==> src/rtl/setq_pkg.sv <==
package setq_pkg;

    localparam int DEPTH    = 16;
    localparam int ID_BITS  = 8;
    localparam int IDX_BITS = $clog2(DEPTH);
    localparam int CNT_BITS = $clog2(DEPTH + 1);
    localparam int QDEPTH   = 2;

    typedef enum logic [1:0] {
        CMD_ADD    = 2'd0,
        CMD_ADJUST = 2'd1,
        CMD_DELETE = 2'd2,
        CMD_TICK   = 2'd3
    } cmd_t;

    typedef enum logic [1:0] {
        ST_OK       = 2'd0,
        ST_FULL     = 2'd1,
        ST_NOTFOUND = 2'd2,
        ST_DUP      = 2'd3
    } status_t;

    typedef enum logic [1:0] {
        EX_IDLE,
        EX_REMOVE,
        EX_INSERT,
        EX_TICK
    } ex_state_t;

    // one classified request passed from front to back
    typedef struct packed {
        cmd_t               cmd;
        logic [ID_BITS-1:0] id;
        logic [31:0]        expire;
        logic [31:0]        now;
    } req_t;

    typedef struct packed {
        status_t     status;
        logic        fired;
        logic [7:0]  fired_id;
        logic        last;
    } rsp_t;

endpackage

==> src/rtl/setq_front.sv <==
// Accept requests, trim the id and hold them in a short queue for the back.
module setq_front (
    input  logic                 clk,
    input  logic                 rst_n,
    input  logic                 in_valid,
    output logic                 in_stall,
    input  logic [1:0]           command,
    input  logic [7:0]           timer_id,
    input  logic [31:0]          new_expire,
    input  logic [31:0]          now_time,
    output logic                 q_valid,
    input  logic                 q_pop,
    output setq_pkg::req_t       q_req
);
    localparam int PB = $clog2(setq_pkg::QDEPTH);

    setq_pkg::req_t      mem_reg [setq_pkg::QDEPTH];
    logic [PB-1:0]       wp_reg, rp_reg;
    logic [PB:0]         cnt_reg;
    logic                push;
    setq_pkg::req_t      req_in;

    assign in_stall = (cnt_reg == (PB+1)'(setq_pkg::QDEPTH));
    assign push     = in_valid && !in_stall;
    assign q_valid  = (cnt_reg != '0);
    assign q_req    = mem_reg[rp_reg];

    // classify the incoming request
    always_comb
    begin
        req_in.cmd    = setq_pkg::cmd_t'(command);
        req_in.id     = timer_id[setq_pkg::ID_BITS-1:0];
        req_in.expire = new_expire;
        req_in.now    = now_time;
    end

    always_ff @(posedge clk)
    begin
        if (push)
        begin
            mem_reg[wp_reg] <= req_in;
        end
    end

    // advance pointers
    always_ff @(posedge clk or negedge rst_n)
    begin
        if (!rst_n)
        begin
            wp_reg  <= '0;
            rp_reg  <= '0;
            cnt_reg <= '0;
        end
        else
        begin
            if (push)
            begin
                wp_reg <= wp_reg + 1'b1;
            end
            if (q_pop)
            begin
                rp_reg <= rp_reg + 1'b1;
            end
            cnt_reg <= cnt_reg + (PB+1)'(push) - (PB+1)'(q_pop);
        end
    end
endmodule

==> src/rtl/setq_back.sv <==
// Sorted cell array: search, remove, insert and drain expired heads.
module setq_back (
    input  logic                 clk,
    input  logic                 rst_n,
    input  logic                 q_valid,
    output logic                 q_pop,
    input  setq_pkg::req_t       q_req,
    output logic                 out_valid,
    input  logic                 out_stall,
    output setq_pkg::rsp_t       out_rsp
);
    localparam int D  = setq_pkg::DEPTH;
    localparam int IB = setq_pkg::IDX_BITS;
    localparam int CB = setq_pkg::CNT_BITS;
    localparam int IDB = setq_pkg::ID_BITS;

    logic [31:0]          exp_reg [D];
    logic [IDB-1:0]       hnd_reg [D];
    logic [CB-1:0]        count_reg;
    setq_pkg::ex_state_t  state_reg, state_next;
    setq_pkg::req_t       cur_reg;
    logic                 any_fired_reg;
    logic                 out_valid_reg;
    setq_pkg::rsp_t       out_reg;

    logic [D-1:0]         valid_v, hit_v, le_v;
    logic                 found;
    logic [IB-1:0]        hit_pos;
    logic                 out_free;
    logic                 head_exp;
    logic                 do_remove, do_insert, do_tick_pop;
    logic                 emit;
    setq_pkg::rsp_t       emit_rsp;

    assign out_free  = !out_valid_reg || !out_stall;
    assign out_valid = out_valid_reg;
    assign out_rsp   = out_reg;

    // per-cell compares
    always_comb
    begin
        found   = 1'b0;
        hit_pos = '0;
        for (int i = 0; i < D; i++)
        begin
            valid_v[i] = (CB'(i) < count_reg);
            hit_v[i]   = valid_v[i] && (hnd_reg[i] == cur_reg.id);
            le_v[i]    = valid_v[i] && (exp_reg[i] <= cur_reg.expire);
        end
        for (int i = D - 1; i >= 0; i--)
        begin
            if (hit_v[i])
            begin
                found   = 1'b1;
                hit_pos = IB'(i);
            end
        end
    end

    assign head_exp = (count_reg != '0) && (exp_reg[0] <= cur_reg.now);

    // next state
    always_comb
    begin
        state_next = state_reg;
        case (state_reg)
            setq_pkg::EX_IDLE:
            begin
                if (q_valid)
                begin
                    case (q_req.cmd)
                        setq_pkg::CMD_ADD:    state_next = setq_pkg::EX_INSERT;
                        setq_pkg::CMD_TICK:   state_next = setq_pkg::EX_TICK;
                        default:              state_next = setq_pkg::EX_REMOVE;
                    endcase
                end
            end
            setq_pkg::EX_REMOVE:
            begin
                if (out_free)
                begin
                    if (found && cur_reg.cmd == setq_pkg::CMD_ADJUST)
                    begin
                        state_next = setq_pkg::EX_INSERT;
                    end
                    else
                    begin
                        state_next = setq_pkg::EX_IDLE;
                    end
                end
            end
            setq_pkg::EX_INSERT:
            begin
                if (out_free)
                begin
                    state_next = setq_pkg::EX_IDLE;
                end
            end
            setq_pkg::EX_TICK:
            begin
                if (out_free && !head_exp)
                begin
                    state_next = setq_pkg::EX_IDLE;
                end
            end
            default: state_next = setq_pkg::EX_IDLE;
        endcase
    end

    // outputs of each state
    always_comb
    begin
        q_pop       = 1'b0;
        do_remove   = 1'b0;
        do_insert   = 1'b0;
        do_tick_pop = 1'b0;
        emit        = 1'b0;
        emit_rsp    = '{setq_pkg::ST_OK, 1'b0, 8'd0, 1'b1};
        case (state_reg)
            setq_pkg::EX_IDLE:
            begin
                q_pop = q_valid;
            end
            setq_pkg::EX_REMOVE:
            begin
                if (out_free)
                begin
                    do_remove = found;
                    if (!found)
                    begin
                        emit            = 1'b1;
                        emit_rsp.status = setq_pkg::ST_NOTFOUND;
                    end
                    else if (cur_reg.cmd == setq_pkg::CMD_DELETE)
                    begin
                        emit = 1'b1;
                    end
                end
            end
            setq_pkg::EX_INSERT:
            begin
                if (out_free)
                begin
                    emit = 1'b1;
                    if (cur_reg.cmd == setq_pkg::CMD_ADD && found)
                    begin
                        emit_rsp.status = setq_pkg::ST_DUP;
                    end
                    else if (count_reg == CB'(D))
                    begin
                        emit_rsp.status = setq_pkg::ST_FULL;
                    end
                    else
                    begin
                        do_insert = 1'b1;
                    end
                end
            end
            setq_pkg::EX_TICK:
            begin
                if (out_free)
                begin
                    if (head_exp)
                    begin
                        // last is set only if the next head does not expire
                        do_tick_pop       = 1'b1;
                        emit              = 1'b1;
                        emit_rsp.fired    = 1'b1;
                        emit_rsp.fired_id = 8'(hnd_reg[0]);
                        emit_rsp.last     = !((count_reg > CB'(1)) &&
                                              (exp_reg[1] <= cur_reg.now));
                    end
                    else if (!any_fired_reg)
                    begin
                        emit = 1'b1;
                    end
                end
            end
            default: ;
        endcase
    end

    // shift cells for remove, tick pop and insert
    always_ff @(posedge clk)
    begin
        if (q_pop)
        begin
            cur_reg <= q_req;
        end
        for (int i = 0; i < D; i++)
        begin
            if (do_remove || do_tick_pop)
            begin
                if (i < D - 1 && (do_tick_pop || IB'(i) >= hit_pos))
                begin
                    exp_reg[i] <= exp_reg[i+1];
                    hnd_reg[i] <= hnd_reg[i+1];
                end
            end
            else if (do_insert)
            begin
                if (!le_v[i] && (i == 0 || le_v[i-1]))
                begin
                    exp_reg[i] <= cur_reg.expire;
                    hnd_reg[i] <= cur_reg.id;
                end
                else if (i > 0 && !le_v[i] && !le_v[i-1])
                begin
                    exp_reg[i] <= exp_reg[i-1];
                    hnd_reg[i] <= hnd_reg[i-1];
                end
            end
        end
        if (emit)
        begin
            out_reg <= emit_rsp;
        end
    end

    // hold control state
    always_ff @(posedge clk or negedge rst_n)
    begin
        if (!rst_n)
        begin
            state_reg     <= setq_pkg::EX_IDLE;
            count_reg     <= '0;
            any_fired_reg <= 1'b0;
            out_valid_reg <= 1'b0;
        end
        else
        begin
            state_reg <= state_next;
            if (do_remove || do_tick_pop)
            begin
                count_reg <= count_reg - 1'b1;
            end
            else if (do_insert)
            begin
                count_reg <= count_reg + 1'b1;
            end
            if (q_pop)
            begin
                any_fired_reg <= 1'b0;
            end
            else if (do_tick_pop)
            begin
                any_fired_reg <= 1'b1;
            end
            if (emit)
            begin
                out_valid_reg <= 1'b1;
            end
            else if (!out_stall)
            begin
                out_valid_reg <= 1'b0;
            end
        end
    end
endmodule

==> src/rtl/sorted_expiry_timer_queue_unit.sv <==
// channel | direction | fields
// in      | request   | command, timer_id, new_expire, now_time
// out     | result    | status, fired, fired_id, last
// The back pops a request in its idle state, then runs its steps: an add runs
// the insert step, a delete the remove step and an adjust both (only the
// remove step for an unknown id), set by the back's command sequencer (one
// search/remove step, one insert step). A tick drains one head a cycle while
// the result is not stalled. Reset empties the queue at once; no clearing pass.
// A stalled result holds the back; the front queue still takes two requests.
module sorted_expiry_timer_queue_unit (
    input  logic        clk,
    input  logic        rst_n,
    input  logic        in_valid,
    output logic        in_stall,
    input  logic [1:0]  command,
    input  logic [7:0]  timer_id,
    input  logic [31:0] new_expire,
    input  logic [31:0] now_time,
    output logic        out_valid,
    input  logic        out_stall,
    output logic [1:0]  status,
    output logic        fired,
    output logic [7:0]  fired_id,
    output logic        last
);
    logic            q_valid, q_pop;
    setq_pkg::req_t  q_req;
    setq_pkg::rsp_t  rsp;

    setq_front u_front (
        .clk(clk), .rst_n(rst_n), .in_valid(in_valid), .in_stall(in_stall),
        .command(command), .timer_id(timer_id), .new_expire(new_expire),
        .now_time(now_time), .q_valid(q_valid), .q_pop(q_pop), .q_req(q_req)
    );

    setq_back u_back (
        .clk(clk), .rst_n(rst_n), .q_valid(q_valid), .q_pop(q_pop),
        .q_req(q_req), .out_valid(out_valid), .out_stall(out_stall),
        .out_rsp(rsp)
    );

    assign status   = rsp.status;
    assign fired    = rsp.fired;
    assign fired_id = rsp.fired_id;
    assign last     = rsp.last;
endmodule

==> config.mk <==
export PLATFORM = sky130hd
export DESIGN_NAME = sorted_expiry_timer_queue_unit
export DESIGN_NICKNAME = d
export VERILOG_FILES = /design/src/rtl/setq_pkg.sv /design/src/rtl/setq_front.sv /design/src/rtl/setq_back.sv /design/src/rtl/sorted_expiry_timer_queue_unit.sv
export SDC_FILE = /design/constraint.sdc
export NUM_CORES = 2
export LEC_CHECK = 0
export ABC_AREA = 0
export BUFFER_PORTS_ARGS = -buffer_cell sky130_fd_sc_hd__buf_2
export CAP_MARGIN = 30
export CORE_UTILIZATION = 45
export CTS_BUF_LIST = sky130_fd_sc_hd__clkbuf_4
export CTS_CLUSTER_DIAMETER = 30
export CTS_CLUSTER_SIZE = 12
export DETAILED_ROUTE_END_ITERATION = 7
export SLEW_MARGIN = 15
export SYNTH_ARGS = -nofsm -noshare
export SYNTH_HDL_FRONTEND = slang
export SYNTH_SLANG_ARGS = --single-unit
export TNS_END_PERCENT = 30
==> constraint.sdc <==
create_clock -name clk -period 17.3 [get_ports clk]
set_input_delay 0.865 -clock clk [delete_from_list [all_inputs] [get_ports clk]]
set_output_delay 0.865 -clock clk [all_outputs]
set_load 0.01 [all_outputs]
Word-level counts from Yosys, hierarchy flattened
Memory sizes are Yosys's and may differ from the RTL's. Index checks and enable logic that the tools add are counted.

Shift-type cells: 0. Bitwise logic cells: 60. Reduce and logical (&&, ||, !) cells: 116. Divide/modulo/power cells: 0. Add/sub/neg operators: 6. Equal/unequal tests: 29. Multiplexer cells: 316. $mul: 0. $lt $le $gt $ge: 50.

Operators by type and width (count): two-way mux 32 bit (30); less-or-equal comparator 32 bit (18); two-way mux 8 bit (30); two-way mux 1 bit (224); == test 8 bit (16); logical AND 1 bit (68); two-way mux 4 bit (16); OR 1 bit (60); < comparator 4 x 5 -> 1 bit (first input constant) (8); >= comparator 4 bit (first input constant) (7); zero test 1 bit (21); < comparator 3 x 5 -> 1 bit (first input constant) (4); two-way mux 2 bit (9); logical OR 1 bit (17); >= comparator 3 x 4 -> 1 bit (first input constant) (4); == test 2 bit (second input constant) (5); < comparator 1 x 5 -> 1 bit (first input constant) (2); < comparator 2 x 5 -> 1 bit (first input constant) (2); two-way mux 10 bit (1); two-way mux 5 bit (2); != test 2 x 1 -> 1 bit (second input constant) (5); >= comparator 1 x 4 -> 1 bit (first input constant) (2); >= comparator 2 x 4 -> 1 bit (first input constant) (2); case mux 2 bit (2 select lines) (2); other kinds (16) (22).

Register bits after elaboration: 99. Latch bits: 0. Memory bits (writable): 788. Bits in read-only memories: 0. Output and inout bits: 14. Word-level logic and storage cells: 595. Input bits: 78. Memories kept: 3.

Memory list: u_back.exp_reg (depth 16, bits a word 32, read ports 16, clocked after Yosys merged registers in 0, write ports 16, line setq_back.sv:17) `logic [31:0] exp_reg [D];`; u_front.mem_reg (depth 2, bits a word 74, read ports 1, clocked after Yosys merged registers in 0, write ports 1, line setq_front.sv:17) `setq_pkg::req_t mem_reg [setq_pkg::QDEPTH];`; u_back.hnd_reg (depth 16, bits a word 8, read ports 16, clocked after Yosys merged registers in 0, write ports 16, line setq_back.sv:18) `logic [IDB-1:0] hnd_reg [D];`.

Logic depth before layout (Yosys ltp)
An unclocked memory read counts as a cell.

Depth after elaboration: 28. Mapped depth: 15. Depth with buffers taken out: 11.

By module
From an unflattened synthesis, not the netlist that was laid out.

Cell total of the unflattened synthesis: 5003. Area total of the unflattened synthesis: 58038.2 um^2.

By module, submodules not included: setq_back (sequential area each 22026.1 um^2, cells each 4756, area an instance 52301.4 um^2, times used 1); setq_front (sequential area each 4544.4 um^2, cells each 247, area an instance 5736.8 um^2, times used 1).

Worst setup path after synthesis
No wires, ideal clock.

Path type: reg2reg. Start point: register u_back.cur_reg[59] in the netlist's numbering. End point: memory u_back.exp_reg[7][0], enable pin. Data required time: 16.807 ns. Path buffers: 3. Cell stages (with the launch flop): 13. Clock period less this slack: 6.281 ns. Arrival time: 5.788 ns. Path slack: 11.019 ns. Library setup time: 0.493 ns. Cells stage by stage: edfxtp_1 > clkbuf_1 > inv_1 > ha_1 > nand4_1 > or2_2 > or3_1 > a41oi_1 > or3_1 > o32ai_2 > buf_2 > buf_2 > o21ai_0.

RTL lines: start, declared (line setq_back.sv:21) `setq_pkg::req_t cur_reg;`; start signal, assigned (line setq_back.sv:188) `cur_reg <= q_req;`; end, declared (line setq_back.sv:17).

==> qor.txt <==
DIE AREA - 126700 sq um
Largest stage delay, worst path - 840 ps
Worst-Skew Late Latency - 1240 ps
largest net degree at the start of global routing - 82
post-synthesis adder-cell area fraction - 13.00%
Stages on worst setup path - 14
Startpoint Class - flip-flop
Worst path slowest cell - nor4_1
post-synthesis cell type count - 78
post-synth top area share - 46.54%
Max Slew Vio Count - 0
gr ovfl total - 0
mux contribution to synthesized area - 13.51%
Core ar. - 124000 sq um
FF-to-FF path depth - 14
Worst slew margin - 32.29%
post-synthesis xor/xnor area fraction - 2.112%
DRC - 0
vias in the first global route - 42694
Critical Path RT - 18170 ps
Reg2Reg Setup Slack - 11020 ps
Area contributors post-synth - edfxtp_1 47%, ha_1 13%, mux2i_1 9.2%, a21oi_1 5.1%, o21ai_0 3.2%
Sink Count - 887
Via density - 6.012
Final nets - 5845
Inserted Clock Buffers - 216
antenna violations before repair - 5
total track usage - 26.05%
CP Cell Sequence - ha_1 > nand4_1 > nor4_1 > nand3_1 > o311ai_0 > nand3_1 > o21ai_4 > buf_4 > or2_4 > buf_4 > buf_4 > or2_2 > o211ai_1 > buf_4
Hold Fails Final Rpt - 0
CTS root buf - clkbuf_4
Min Clock Period, post-route - 6276 ps
Tightest Pin Transition - 1005 ps
status - completed
post-synthesis cell count - 4962
average size of a mapped cell - 11.36 sq um
Largest register FFs - 512
critical path's top delay family - simple AND/OR/NAND/NOR gates
number of max-cap violations - 0
Worst Hold Class - primary input to asynchronous set/reset pin
Die Span Y - 356.0 microns
Routed WL - 165700 microns
Data arrival, critical path - 7150 ps
Detailed Place HPWL - 121200 microns
Vias - 42141
Bufs and invs on worst path - 4
Syn Nets - 5626
Post-Synth Simple-Gate Area - 7.520%
routed length per instance - 23.64 microns
most used cell, CP - buf_4
Site Rows - 129
synthesis-to-layout area growth - 12.24%
I/O Buffers - 91
routability cong. - 0.8978
CP Capture Type - flip-flop
Yosys warnings - 0
length of the first detailed-routing pass in iterations - 8
chip width - 356.0 microns
register area share after synthesis - 47.12%
clock slew at reported path FFs - 90 ps
largest family of logic cells by synthesized area - compound AO/OA/AOI/OAI gates
flops & latches, synth - 887
fmax - 159.3 MHz
RR Startpoint - u_back.exp_reg[0][15]$_DFFE_PP_
cell taking the most area after synthesis - edfxtp_1
commonest cells in the netlist - 874 x edfxtp_1, 586 x ha_1, 574 x a21oi_1
RSZ-0062 raised after global routing - false
Synth Cell Area - 56390 sq um
share of post-route cells with drive strength above 1 - 14.93%
clock skew - 101.0 ps
kind of critical path - flip-flop to flip-flop
final setup fails - 0
clock buffer depth - 3
num ports - 92
Reg-to-Reg End - u_back.exp_reg[10][6]$_DFFE_PP_
count leader, synth - edfxtp_1
First DRT Iteration DRCs - 3288
first-pass GRT wire length - 254700 microns
Period Utilization, post-route - 36.27%
ANT nets after route - 0
asr flop ratio synth - 1.466%
Compound-Gate Fraction of Synth Area - 13.64%
TritonCTS clock tree - done
Post-synth EDFFs - 874
leading register cell type out of synthesis - edfxtp_1
CP max FO - 59
post-CTS setup buffer count - 0
H-tree depth - 4
Initial Utilization - 45.49%
TNS Setup - 0 ps
-- worst max path at each step --
| stage | from | end | slack, ps |
|---|---|---|---|
| finish | u_back.exp_reg[0][15]$_DFFE_PP_ | u_back.exp_reg[10][6]$_DFFE_PP_ | 11020 |
| CTS | u_back.exp_reg[0][15]$_DFFE_PP_ | u_back.exp_reg[9][11]$_DFFE_PP_ | 11080 |
| detailed placement | u_back.exp_reg[0][15]$_DFFE_PP_ | u_back.exp_reg[9][10]$_DFFE_PP_ | 11070 |
| global placement | u_back.exp_reg[0][11]$_DFFE_PP_ | u_back.exp_reg[9][10]$_DFFE_PP_ | 11170 |
| global route | u_back.exp_reg[0][15]$_DFFE_PP_ | u_back.exp_reg[10][13]$_DFFE_PP_ | 10810 |
| floorplan | u_back.cur_reg[59]$_DFFE_PP_ | u_back.exp_reg[7][0]$_DFFE_PP_ | 11020 |
-- layer usage --
| metal | track usage [%] | wire length (microns) | share of wire [%] |
|---|---|---|---|
| met5 | 0 | 0 | 0 |
| met4 | 8.781 | 4638 | 2.8 |
| met3 | 4.784 | 9912 | 6.0 |
| met2 | 42.32 | 77800 | 47 |
| met1 | 34.89 | 73310 | 44 |
-- cells by family after synthesis --
family                   count (synthesis)
AO/OA/AOI/OAI                         1340
AND/OR/NAND/NOR                        861
XOR/XNOR                               136
adder cells (fa/ha/maj)                586
buffers and inverters                  418
flip-flops                             887
multiplexers                           734
-- repair_timing --
item                      CTS  global route
hold endpoints to repair  163             0
hold buffers               76             0
gates resized for setup     0             0
-- per-stage QoR --
step	hold slack (ps)	utilization, %	setup slack [ps]	cells	cell area (sq um)
global placement	476.3	47.39	11170	6512	58750
floorplan	460.8	-	11020	4962	56390
detailed placement	484.2	47.46	11070	6517	58840
CTS	0.6490	50.94	11080	6994	63140
finish	87.41	51.06	11020	7009	63290
global route	43.94	51.05	10810	7007	63290
-- area by class of cell --
class                   instances  area (sq um)
multi-input cells            3657         28300
well taps                    1637          2048
clock buffers                 239          1794
repair buffers                305          2379
fillers                     11214         60670
flip-flops and latches        887         26570
diodes                          8         20.02
clock inverters               162          1749
inverters                     114         430.4
-- cells in the final DEF, fill, tap and decap left out, drive strengths merged, types with 35 or more instances in the layout --
master and instances:
nor2b 38, clkbuf 239, a31oi 76, edfxtp 874
xnor2 73, dlygate4sd3 76, nor4 35, nand3 41
nand4 134, buf 229, inv 123, clkinv 83
a21oi 574, nor2 386, nor3 37, clkinvlp 37
mux2i 518, xor2 63, o21ai 401, ha 586
mux2 216, a21o 120, nand2 87
Power is not shown: default switching activity piles up to over one toggle a cycle in this logic, so the estimate is an artifact.
